===== config.mk =====
export PLATFORM = sky130hd
export DESIGN_NAME = bpc_cal_regs
export DESIGN_NICKNAME = d
export VERILOG_FILES = /design/src/rtl/baro_pressure_temp_compensation_defines.svh /design/src/rtl/bpc_pkg.sv /design/src/rtl/bpc_cal_regs.sv
export SDC_FILE = /design/constraint.sdc
export NUM_CORES = 1
export LEC_CHECK = 0
export ABC_AREA = 1
export BUFFER_PORTS_ARGS = -buffer_cell sky130_fd_sc_hd__buf_4
export CORE_ASPECT_RATIO = 2
export CORE_MARGIN = 2
export CORE_UTILIZATION = 53
export DETAILED_ROUTE_END_ITERATION = 10
export PLACE_DENSITY = 0.82
export REMOVE_ABC_BUFFERS = 1
export SYNTH_ARGS = -nofsm -noshare
export SYNTH_HDL_FRONTEND = slang
export SYNTH_SLANG_ARGS = --single-unit

===== constraint.sdc =====
create_clock -name i_clk -period 2.23 [get_ports i_clk]
set_clock_uncertainty 0.05 [all_clocks]
set_input_delay 0.1115 -clock i_clk [delete_from_list [all_inputs] [get_ports i_clk]]
set_output_delay 0.1115 -clock i_clk [all_outputs]
set_load 0.05 [all_outputs]

===== src/rtl/baro_pressure_temp_compensation_defines.svh =====
// Assertion macros for the barometric compensation block.
`ifndef BARO_PRESSURE_TEMP_COMPENSATION_DEFINES_SVH
`define BARO_PRESSURE_TEMP_COMPENSATION_DEFINES_SVH
`ifndef NO_ASSERTIONS
`define BPC_ASSERT_NOW(lbl, ante, cons) \
    lbl: assert property (@(posedge i_clk) disable iff (!i_rst_n) (ante) |-> (cons)) \
        else $error("bpc: same-cycle check failed");
`define BPC_ASSERT_NEXT(lbl, ante, cons) \
    lbl: assert property (@(posedge i_clk) disable iff (!i_rst_n) (ante) |=> (cons)) \
        else $error("bpc: next-cycle check failed");
`else
`define BPC_ASSERT_NOW(lbl, ante, cons)
`define BPC_ASSERT_NEXT(lbl, ante, cons)
`endif
`endif


===== src/rtl/bpc_pkg.sv =====
// Shared types and constants for the barometric compensation block.
package bpc_pkg;

    localparam int CAL_W     = 16;
    localparam int CFG_IDX_W = 3;

    typedef struct packed {
        logic [CAL_W-1:0] c1;
        logic [CAL_W-1:0] c2;
        logic [CAL_W-1:0] c3;
        logic [CAL_W-1:0] c4;
        logic [CAL_W-1:0] c5;
        logic [CAL_W-1:0] c6;
    } t_cal;

    localparam logic [CFG_IDX_W-1:0] REG_C1 = 3'd0;
    localparam logic [CFG_IDX_W-1:0] REG_C2 = 3'd1;
    localparam logic [CFG_IDX_W-1:0] REG_C3 = 3'd2;
    localparam logic [CFG_IDX_W-1:0] REG_C4 = 3'd3;
    localparam logic [CFG_IDX_W-1:0] REG_C5 = 3'd4;
    localparam logic [CFG_IDX_W-1:0] REG_C6 = 3'd5;

    localparam logic signed [19:0] TEMP_REF = 20'sd2000;
    localparam logic signed [27:0] PRES_MAX = 28'sd4194303;
    localparam logic signed [27:0] PRES_MIN = -28'sd4194304;

endpackage


===== src/rtl/bpc_cal_regs.sv =====
// Calibration word register file with write decode.
module bpc_cal_regs (
    input  logic                           i_clk,
    input  logic                           i_rst_n,
    input  logic                           i_we,
    input  logic [bpc_pkg::CFG_IDX_W-1:0]  i_index,
    input  logic [bpc_pkg::CAL_W-1:0]      i_data,
    output bpc_pkg::t_cal                  o_cal
);
    import bpc_pkg::*;

    t_cal r_cal;

    always_ff @(posedge i_clk) begin
        if (!i_rst_n) begin
            r_cal <= '0;
        end else if (i_we) begin
            case (i_index)
                REG_C1: begin
                    r_cal.c1 <= i_data;
                end
                REG_C2: begin
                    r_cal.c2 <= i_data;
                end
                REG_C3: begin
                    r_cal.c3 <= i_data;
                end
                REG_C4: begin
                    r_cal.c4 <= i_data;
                end
                REG_C5: begin
                    r_cal.c5 <= i_data;
                end
                REG_C6: begin
                    r_cal.c6 <= i_data;
                end
                default: begin
                end
            endcase
        end
    end

    assign o_cal = r_cal;

endmodule


* After elaboration in Yosys (flattened, before gate mapping)
Index checks and enable logic that the tools add are counted.
Cells by class: eq/ne operators 5, reduce and logical (&&, ||, !) cells 7
Operator list (count):
- $reduce_and 2->1 | 6
- $eq 3x2->1 const B | 2
- $eq 3x3->1 const B | 2
- $eq 3x1->1 const B | 1
- $logic_not 3->1 | 1
Storage, ports and cells: register bits after elaboration 96, input bits 22, word-level logic and storage cells 18, output and inout bits 96

* Depth between registers and ports, before layout
Gate-level depths: netlist (run 1).
depth in word-level cells 2, depth in mapped cells 6, depth with buffers taken out 5

* Worst setup path before layout (run 1)
OpenSTA, ideal clock, no wires.
kind input to register, start point input port i_rst_n, end point register r_cal, in the netlist o_cal[72], required time 2.116 ns, setup slack 1.298 ns, cell stages on the path 5, arrival time 0.818 ns, setup time 0.064 ns, path buffers 3, cells stage by stage buf_2 > buf_2 > buf_1 > nand2_1 > nor2_1
RTL lines:
- from (decl) | RTL line bpc_cal_regs.sv:4 | input logic i_rst_n,
- to (decl) | RTL line bpc_cal_regs.sv:12 | t_cal r_cal;

* Final worst setup path (run 1)
start point register r_cal, in the netlist o_cal[5], end point output port o_cal[5] (netlist name)
RTL lines:
- to (decl) | RTL line bpc_cal_regs.sv:8 | output bpc_pkg::t_cal o_cal
No word-level cell between the ends.

==> results.py, run 1 <==
metrics = {
    "cts": {
        "clk_path_buf_depth": 2,
        "clock-root-buffer": "clkbuf_16",
        "post_cts_buffers": 0,
        "clock_sinks": 96,
        "clk_latency_ns": 0.34,
        "cts-buffers-inserted": 9,
        "post_cts_resized": 0,
        "htree_levels": 3,
        "clkTransAtPathRegs_ns": 0.06,
        "cts_tree": "built",
        "postCtsHoldBufs": 0,
    },
    "yosys": {
        "syn_inst": 552,
        "syn_area_per_cell_um2": 6.990,
        "synthDistinctLibCells": 12,
        "netlist_top_cells_area": "dfxtp_1 50%, nor2_1 19%, nand3_1 12%",
        "synth_area_um2": 3859,
        "ys_warn_count": 0,
        "yosysTopAreaCell": "dfxtp_1",
        "ys_seq_area_share_pct": 49.81,
        "ys_ff_latch": 96,
        "synth.top_cell.area_share_pct": 49.81,
    },
    "sta": {
        "final.setup.tns_ns": 0,
        "fin_crit_sh_pct": 48.90,
        "setup_viol": 0,
        "slew_viol_final": 0,
        "worst_pin_slew_ns": 0.9330,
        "holdWs_ns": 0.1217,
        "slew_headroom_pct": 37.80,
        "hold_violations": 0,
        "fmax_mhz": 917.1,
        "rsz0062_at_grt": "false",
        "min_period_ns": 1.090,
        "setup_slack_ns": 1.140,
    },
    "worst_hold_path": {
        "hp-start": "i_index[1]",
        "hp-class": "input pin to register",
        "hold_end": "o_cal[15]",
        "hold_depth": 5,
    },
    "setup_path": {
        "timing.rr.start": "o_cal[5]",
        "crit_family": "flip-flops",
        "critPathLaunchType": "register",
        "critPathCaptureType": "output port",
        "r2r_slack_ns": 1.56,
        "critPathRequiredTime_ns": 2.07,
        "crit_fanout": 2,
        "critPathBufInv": 1,
        "critPathArrivalTime_ns": 0.93,
        "worstPathCellList": "buf_4",
        "slowest_stage": "dfxtp_1",
        "max_stage_delay_ns": 0.37,
        "ff2ff_path_depth": 2,
        "r2r_end": "o_cal[5]",
        "path_class": "register to output port",
    },
    "route": {
        "via_count": 3840,
        "antenna_left": 0,
        "firstDrtPassIters": 5,
        "drtIter0Drc": 248,
        "wl_per_cell_um": 13.91,
        "routed_wirelength_mm": 10.39,
        "remaining_drc_errors": 0,
        "avgViaCountPerCell": 5.141,
    },
    "floorplan": {
        "die_w_um": 64.34,
        "initial_core_util_pct": 53.92,
        "design.core.area_um2": 7157,
        "fp.dieH_um": 124.7,
        "fp-row-count": 44,
        "die_area_um2": 8021,
        "pin_count": 118,
    },
    "global_route": {
        "grt_overflow": 0,
        "grt_usage_pct": 26.04,
        "antenna_found_initial": 0,
        "grt_pass1_vias": 3338,
        "grt_max_degree": 97,
        "grt_pass1_wl_mm": 16.39,
    },
    "placement": {
        "post-place-ws_ns": 0.8638,
        "portBuffers": 117,
        "dp_cells": 731,
        "place_area_um2": 4725,
        "gp_congestion": 0.7808,
        "dp_hpwl_mm": 6.777,
    },
    "power_and_ir_drop": {
        "p_clk_share_pct": 41.1,
        "power.density_nw_per_um2": 818.2,
        "p_comb_share_pct": 15.2,
        "p_sw_mw": 1.117,
        "leakagePower_nw": 2.385,
        "seq_power_share_pct": 43.6,
        "p_int_mw": 3.028,
        "power_mw": 4.145,
        "peakVddDrop_uv": 661.5,
        "switching_share_pct": 26.95,
    },
    "finish": {
        "largest_reg_flops": 96,
        "utilization_pct": 70.79,
        "antenna_cells": 0,
        "drive_above_1_share_pct": 22.90,
        "design_area_um2": 5066,
        "fillers": 630,
        "layout_common_cells": "192 x nor2_1, 120 x buf_4, 101 x nand2_1",
        "final_common_cell": "nor2_1",
        "final_cells": 747,
        "syn2layout_area_growth_pct": 31.29,
        "nets": 672,
    },
    "status": {
        "run_status": "completed",
    },
    "flow_run": {
        "max_cap_violations": 0,
    },
}
==> Yosys cell counts <==
cell type,count
inv_1,20
nor2_1,193
nand2_1,101
dfxtp_1,96
buf_2,22
nor2_4,6
buf_4,6
buf_1,6
nor2_2,3
nand2_2,1
inv_2,2
nand3_1,96
==> power by group through the flow <==
| stage | combinational [mW] | clock, mW | sequential, mW |
|---|---|---|---|
| after floorplan | 0.199 | 0 | 2.05 |
| final | 0.631 | 1.71 | 1.81 |
| after global routing | 0.675 | 1.80 | 1.81 |
| after detailed placement | 0.628 | 0 | 1.85 |
| after CTS | 0.631 | 1.72 | 1.81 |
| after global placement | 0.620 | 0 | 1.85 |
==> kinds of logic after synthesis <==
| group | Yosys count | share of synthesized area, % |
|---|---|---|
| flops | 96 | 49.81 |
| simple gates | 400 | 43.45 |
| buf+inv | 56 | 6.744 |
==> worst min-delay path, stage by stage <==
cell and delay, ns:
buf_4 0.12, nor2_2 0.06, nand3_1 0.06, nand2_1 0.04, nor2_1 0.07
==> cell type report <==
| class | count | area [um2] | share of cell area, % |
|---|---|---|---|
| clock buffer | 12 | 266.5 | 5.261 |
| clock inverter | 4 | 75.07 | 1.482 |
| inverter | 22 | 82.58 | 1.630 |
| multi-input combinational | 400 | 1684 | 33.24 |
| sequential | 96 | 1922 | 37.94 |
| tap | 92 | 115.1 | 2.272 |
| timing repair buffer | 121 | 920.9 | 18.18 |
==> how the worst max path moves through the flow <==
stage,startpoint,endpoint,slack (ns),depth (start not counted)
floorplan,i_we,o_cal[32],0.49,5
global placement,i_index[2],o_cal[72],0.92,6
detailed placement,i_index[2],o_cal[62],0.86,6
CTS,o_cal[32],o_cal[32],1.15,1
global route,i_we,o_cal[49],1.07,7
finish,o_cal[5],o_cal[5],1.14,1
==> routing by layer <==
layer,part of all wire (%),GRT usage (%)
met3,9.2,7.227
met1,40,33.74
met5,0,0
met2,49,41.42
met4,2.0,8.886
Power figures use the tool's default switching activity.
==> run 2: changes to the inputs <==
CORE_UTILIZATION = 46   (was 53)
PLACE_DENSITY = 0.76   (was 0.82)
clock period = 0.92 ns   (was 2.23 ns; I/O delays follow)
==> run 2 against run 1 <==
The run now ends with negative setup slack left. Routed wire length rose by 22%. First-iteration DRC count rose by 39%. Final cell count rose by 4.1%. Global-route usage rose by 2.1 points.
==> results.py, run 2 (synthesis gave the netlist of run 1 again) <==
metrics = {
    "power_and_ir_drop": {
        "peakVddDrop_uv": 1233,
        "switching_share_pct": 27.96,
        "leakagePower_nw": 2.761,
        "p_sw_mw": 2.754,
        "power.density_nw_per_um2": 1589,
        "p_clk_share_pct": 35.3,
        "p_int_mw": 7.095,
        "p_comb_share_pct": 19.2,
        "power_mw": 9.849,
        "seq_power_share_pct": 45.4,
    },
    "finish": {
        "utilization_pct": 75.29,
        "largest_reg_flops": 96,
        "final_common_cell": "nor2_1",
        "nets": 699,
        "syn2layout_area_growth_pct": 60.64,
        "antenna_cells": 0,
        "layout_common_cells": "192 x nor2_1, 101 x nand2_1, 96 x nand3_1",
        "drive_above_1_share_pct": 39.56,
    },
    "sta": {
        "worst_pin_slew_ns": 0.3620,
        "min_period_ns": 0.9542,
        "fmax_mhz": 1048,
        "slew_headroom_pct": 75.84,
        "setup_viol": 82,
        "fin_crit_sh_pct": 103.7,
        "hold_violations": 0,
        "rsz0062_at_grt": "true",
        "slew_viol_final": 0,
        "setup_slack_ns": -0.03419,
    },
    "floorplan": {
        "die_w_um": 68.76,
        "initial_core_util_pct": 46.87,
        "die_area_um2": 9181,
        "fp-row-count": 47,
        "fp.dieH_um": 133.5,
        "pin_count": 118,
        "design.core.area_um2": 8233,
    },
    "cts": {
        "clk_latency_ns": 0.34,
        "clock-root-buffer": "clkbuf_16",
        "clock_sinks": 96,
        "htree_levels": 3,
        "cts-buffers-inserted": 9,
        "clkTransAtPathRegs_ns": 0.06,
        "clk_path_buf_depth": 2,
        "cts_tree": "built",
    },
    "setup_path": {
        "slowest_stage": "dfxtp_2",
        "max_stage_delay_ns": 0.36,
        "critPathCaptureType": "output port",
        "crit_fanout": 2,
        "worstPathCellList": "buf_8",
        "critPathArrivalTime_ns": 0.86,
        "path_class": "register to output port",
        "crit_family": "flip-flops",
        "critPathBufInv": 1,
        "critPathLaunchType": "register",
        "critPathRequiredTime_ns": 0.82,
    },
    "placement": {
        "dp_hpwl_mm": 7.947,
        "post-place-ws_ns": -0.07503,
        "gp_congestion": 0.8465,
        "portBuffers": 117,
    },
    "status": {
        "run_status": "finished with violations",
        "violations": "negative setup slack",
    },
    "route": {
        "firstDrtPassIters": 5,
        "avgViaCountPerCell": 5.171,
        "via_count": 4023,
        "drtIter0Drc": 345,
        "routed_wirelength_mm": 12.65,
        "antenna_left": 0,
        "remaining_drc_errors": 0,
        "wl_per_cell_um": 16.25,
    },
    "global_route": {
        "antenna_found_initial": 0,
        "grt_overflow": 0,
        "grt_pass1_wl_mm": 19.03,
        "grt_usage_pct": 28.12,
        "grt_pass1_vias": 3766,
        "grt_max_degree": 51,
    },
    "flow_run": {
        "max_cap_violations": 0,
    },
    "worst_hold_path": {
        "hp-class": "input pin to register",
    },
}
## run 2: timing repair
action                     CTS  global route
gates resized for setup    256            32
gates cloned                 0             0
setup endpoints to repair   96            96
setup buffers                4             6
hold buffers                 0             0
## run 2: final timing paths
check	startpoint	end	slack, ns	depth (start not counted)
setup / recovery	o_cal[85]	o_cal[85]	-0.03	1
hold / removal	i_rst_n	o_cal[90]	0.11	4
setup reg to reg	o_cal[50]	o_cal[50]	0.04	4
hold reg to reg	o_cal[56]	o_cal[56]	0.45	2
## run 2: through the flow
stage          TNS (ns)  instance area, um2  hold slack [ns]  cells
2_1_floorplan    -60.42                3681           0.1168    518
3_3_place_gp    -0.1273                5010           0.4159    754
3_5_place_dp     -2.520                5010           0.4238    754
4_1_cts          -1.213                6035           0.1102    772
5_1_grt          -2.586                6198           0.1258    778
6_report         -1.254                6198           0.1100    778
## run 2: layout make-up
class	instances	area, um2
sequential	96	2044
fill	577	2034
timing repair buffer	148	1991
multi-input combinational	400	1684
clock buffer	14	274.0
tap	98	122.6
inverter	22	82.58
## run 2: per-layer routing
layer  vias to the layer above  global-route usage [%]  wire length, um
met4                         0                   15.03              451
met2                       175                   47.22             6998
met1                      1863                   32.92             4391
met5                         -                       0                0
li1                       1956                       -                -
met3                        29                   4.392              804
## run 2: power groups by stage
stage / combinational [mW] / clock, mW / sequential [mW]
finish: 1.89 / 3.48 / 4.48
global route: 2.00 / 3.68 / 4.48
CTS: 1.82 / 3.48 / 4.47
detailed placement: 1.64 / 0 / 4.49
global placement: 1.61 / 0 / 4.48
floorplan: 0.482 / 0 / 4.97
==> run 3: changes to the inputs <==
CAP_MARGIN = 20   (was default)
RECOVER_POWER = 100   (was default)
SETUP_SLACK_MARGIN = 0.2   (was default)
==> run 3 against run 2 <==
The flow still finishes with violations (negative setup slack). Final cell count shrank 0.39%. Maximum frequency grew 0.48%. Combinational power is essentially flat. Register-to-register slack gained 0.03 ns. Largest cell class unchanged. Highest routed layer unchanged.
==> results.py, run 3 (synthesis gave the netlist of run 1 again) <==
metrics = {
    "status": {
        "run_status": "finished with violations",
        "violations": "negative setup slack",
    },
    "finish": {
        "nets": 696,
        "utilization_pct": 74.95,
        "seq_area_um2": 2046,
        "layout_common_cells": "186 x nor2_1, 100 x nand2_1, 96 x nand3_1",
        "fillers": 591,
        "syn2layout_area_growth_pct": 59.92,
        "drive_above_1_share_pct": 39.88,
        "multiInputGateArea_um2": 1712,
        "antenna_cells": 0,
        "final_common_cell": "nor2_1",
        "largest_reg_flops": 96,
    },
    "setup_path": {
        "crit_start": "o_cal[28]",
        "r2r_end": "o_cal[50]",
        "path_class": "register to output port",
        "slowest_stage": "dfxtp_2",
        "critPathLaunchType": "register",
        "critPathArrivalTime_ns": 0.85,
        "critPathCaptureType": "output port",
        "crit_fanout": 2,
        "crit_end": "o_cal[28]",
        "critPathRequiredTime_ns": 0.82,
        "crit_cells": 1,
        "timing.rr.start": "o_cal[50]",
        "r2r_slack_ns": 0.07,
        "max_stage_delay_ns": 0.36,
        "worstPathCellList": "buf_8",
        "ff2ff_path_depth": 4,
        "crit_family": "flip-flops",
        "critPathBufInv": 1,
    },
    "flow_run": {
        "max_cap_violations": 0,
    },
    "worst_hold_path": {
        "hold_depth": 4,
        "hp-start": "i_rst_n",
        "hp-class": "input pin to register",
    },
    "route": {
        "routed_wirelength_mm": 12.76,
        "via_count": 4102,
        "wl_per_cell_um": 16.47,
        "firstDrtPassIters": 7,
        "dr_wl_met2_mm": 7.044,
        "top_layer": "met4",
        "avgViaCountPerCell": 5.293,
        "remaining_drc_errors": 0,
        "drtIter0Drc": 309,
        "wl_met1_mm": 4.469,
        "dr_wl_met3_um": 771,
        "antenna_left": 0,
    },
    "placement": {
        "portBuffers": 117,
        "gp_congestion": 0.8465,
        "dp_hpwl_mm": 7.947,
    },
    "cts": {
        "cts_tree": "built",
        "clk_path_buf_depth": 2,
        "clock_sinks": 96,
        "cts-buffers-inserted": 9,
        "clkTransAtPathRegs_ns": 0.06,
        "clock-root-buffer": "clkbuf_16",
        "htree_levels": 3,
        "clk_latency_ns": 0.34,
    },
    "sta": {
        "fin_crit_sh_pct": 103.2,
        "hold_violations": 0,
        "setup_slack_ns": -0.02965,
        "final.setup.tns_ns": -1.045,
        "slew_headroom_pct": 68.77,
        "rsz0062_at_grt": "true",
        "setup_viol": 78,
        "min_period_ns": 0.9497,
        "holdWs_ns": 0.1157,
        "slew_viol_final": 0,
        "fmax_mhz": 1053,
        "worst_pin_slew_ns": 0.4685,
    },
    "power_and_ir_drop": {
        "leakagePower_nw": 2.741,
        "peakVddDrop_uv": 1245,
        "power.density_nw_per_um2": 1593,
    },
    "floorplan": {
        "fp.dieH_um": 133.5,
        "pin_count": 118,
        "design.core.area_um2": 8233,
        "die_area_um2": 9181,
        "die_w_um": 68.76,
        "fp-row-count": 47,
        "initial_core_util_pct": 46.87,
    },
    "global_route": {
        "grt_max_degree": 51,
        "grt_pass1_wl_mm": 19.16,
        "antenna_found_initial": 0,
        "grt_pass1_vias": 3793,
        "grt_usage_pct": 28.31,
        "grt_overflow": 0,
    },
}
## run 3: what timing repair did
| action | in CTS | in global routing |
|---|---|---|
| gates resized for setup | 263 | 42 |
| hold buffers | 0 | 0 |
| setup buffers | 4 | 3 |
| pin swaps | 7 | 8 |
| setup endpoints to repair | 96 | 103 |
## run 3: how the worst min path moves through the flow
stage,end,slack (ns)
2_1_floorplan,o_cal[0],0.12
3_3_place_gp,o_cal[48],0.42
3_5_place_dp,o_cal[56],0.42
5_1_grt,o_cal[65],0.13
6_report,o_cal[68],0.12
4_1_cts,o_cal[74],0.11
## run 3: metrics by stage
stage	total power, mW	std cells	instance area, um2	worst slack, ns
after CTS	9.773	772	6058	-0.03781
after global placement	6.095	754	5010	-0.01495
after detailed placement	6.127	754	5010	-0.07503
final	9.832	775	6171	-0.02965
after floorplan	5.451	518	3681	-0.7506
after global routing	10.16	775	6171	-0.04759
## run 3: layer usage
metal	global-route usage, %	vias up
met4	15.36	0
met3	4.139	35
met1	33.48	1914
met5	0	-
li1	-	1953
met2	47.28	200
## run 3: worst reg2reg max path, cell delays in order, from the launching register on
cell and delay [ns]:
dfxtp_2 0.34, buf_6 0.11, buf_6 0.11, nor2_4 0.09
nor2_1 0.05
## run 3: final cells by class
class	instances	share of cell area [%]
Sequential cell	96	33.15
Timing Repair Buffer	145	31.35
Multi-Input combinational cell	400	27.74
Clock buffer	14	4.440
Tap cell	98	1.987
Inverter	22	1.338
## run 3: power by group
group | leakage [nW] | switching (mW) | internal, mW
clock network | 0.135 | 1.45 | 2.03
logic | 1.78 | 1.16 | 0.722
registers | 0.825 | 0.145 | 4.33
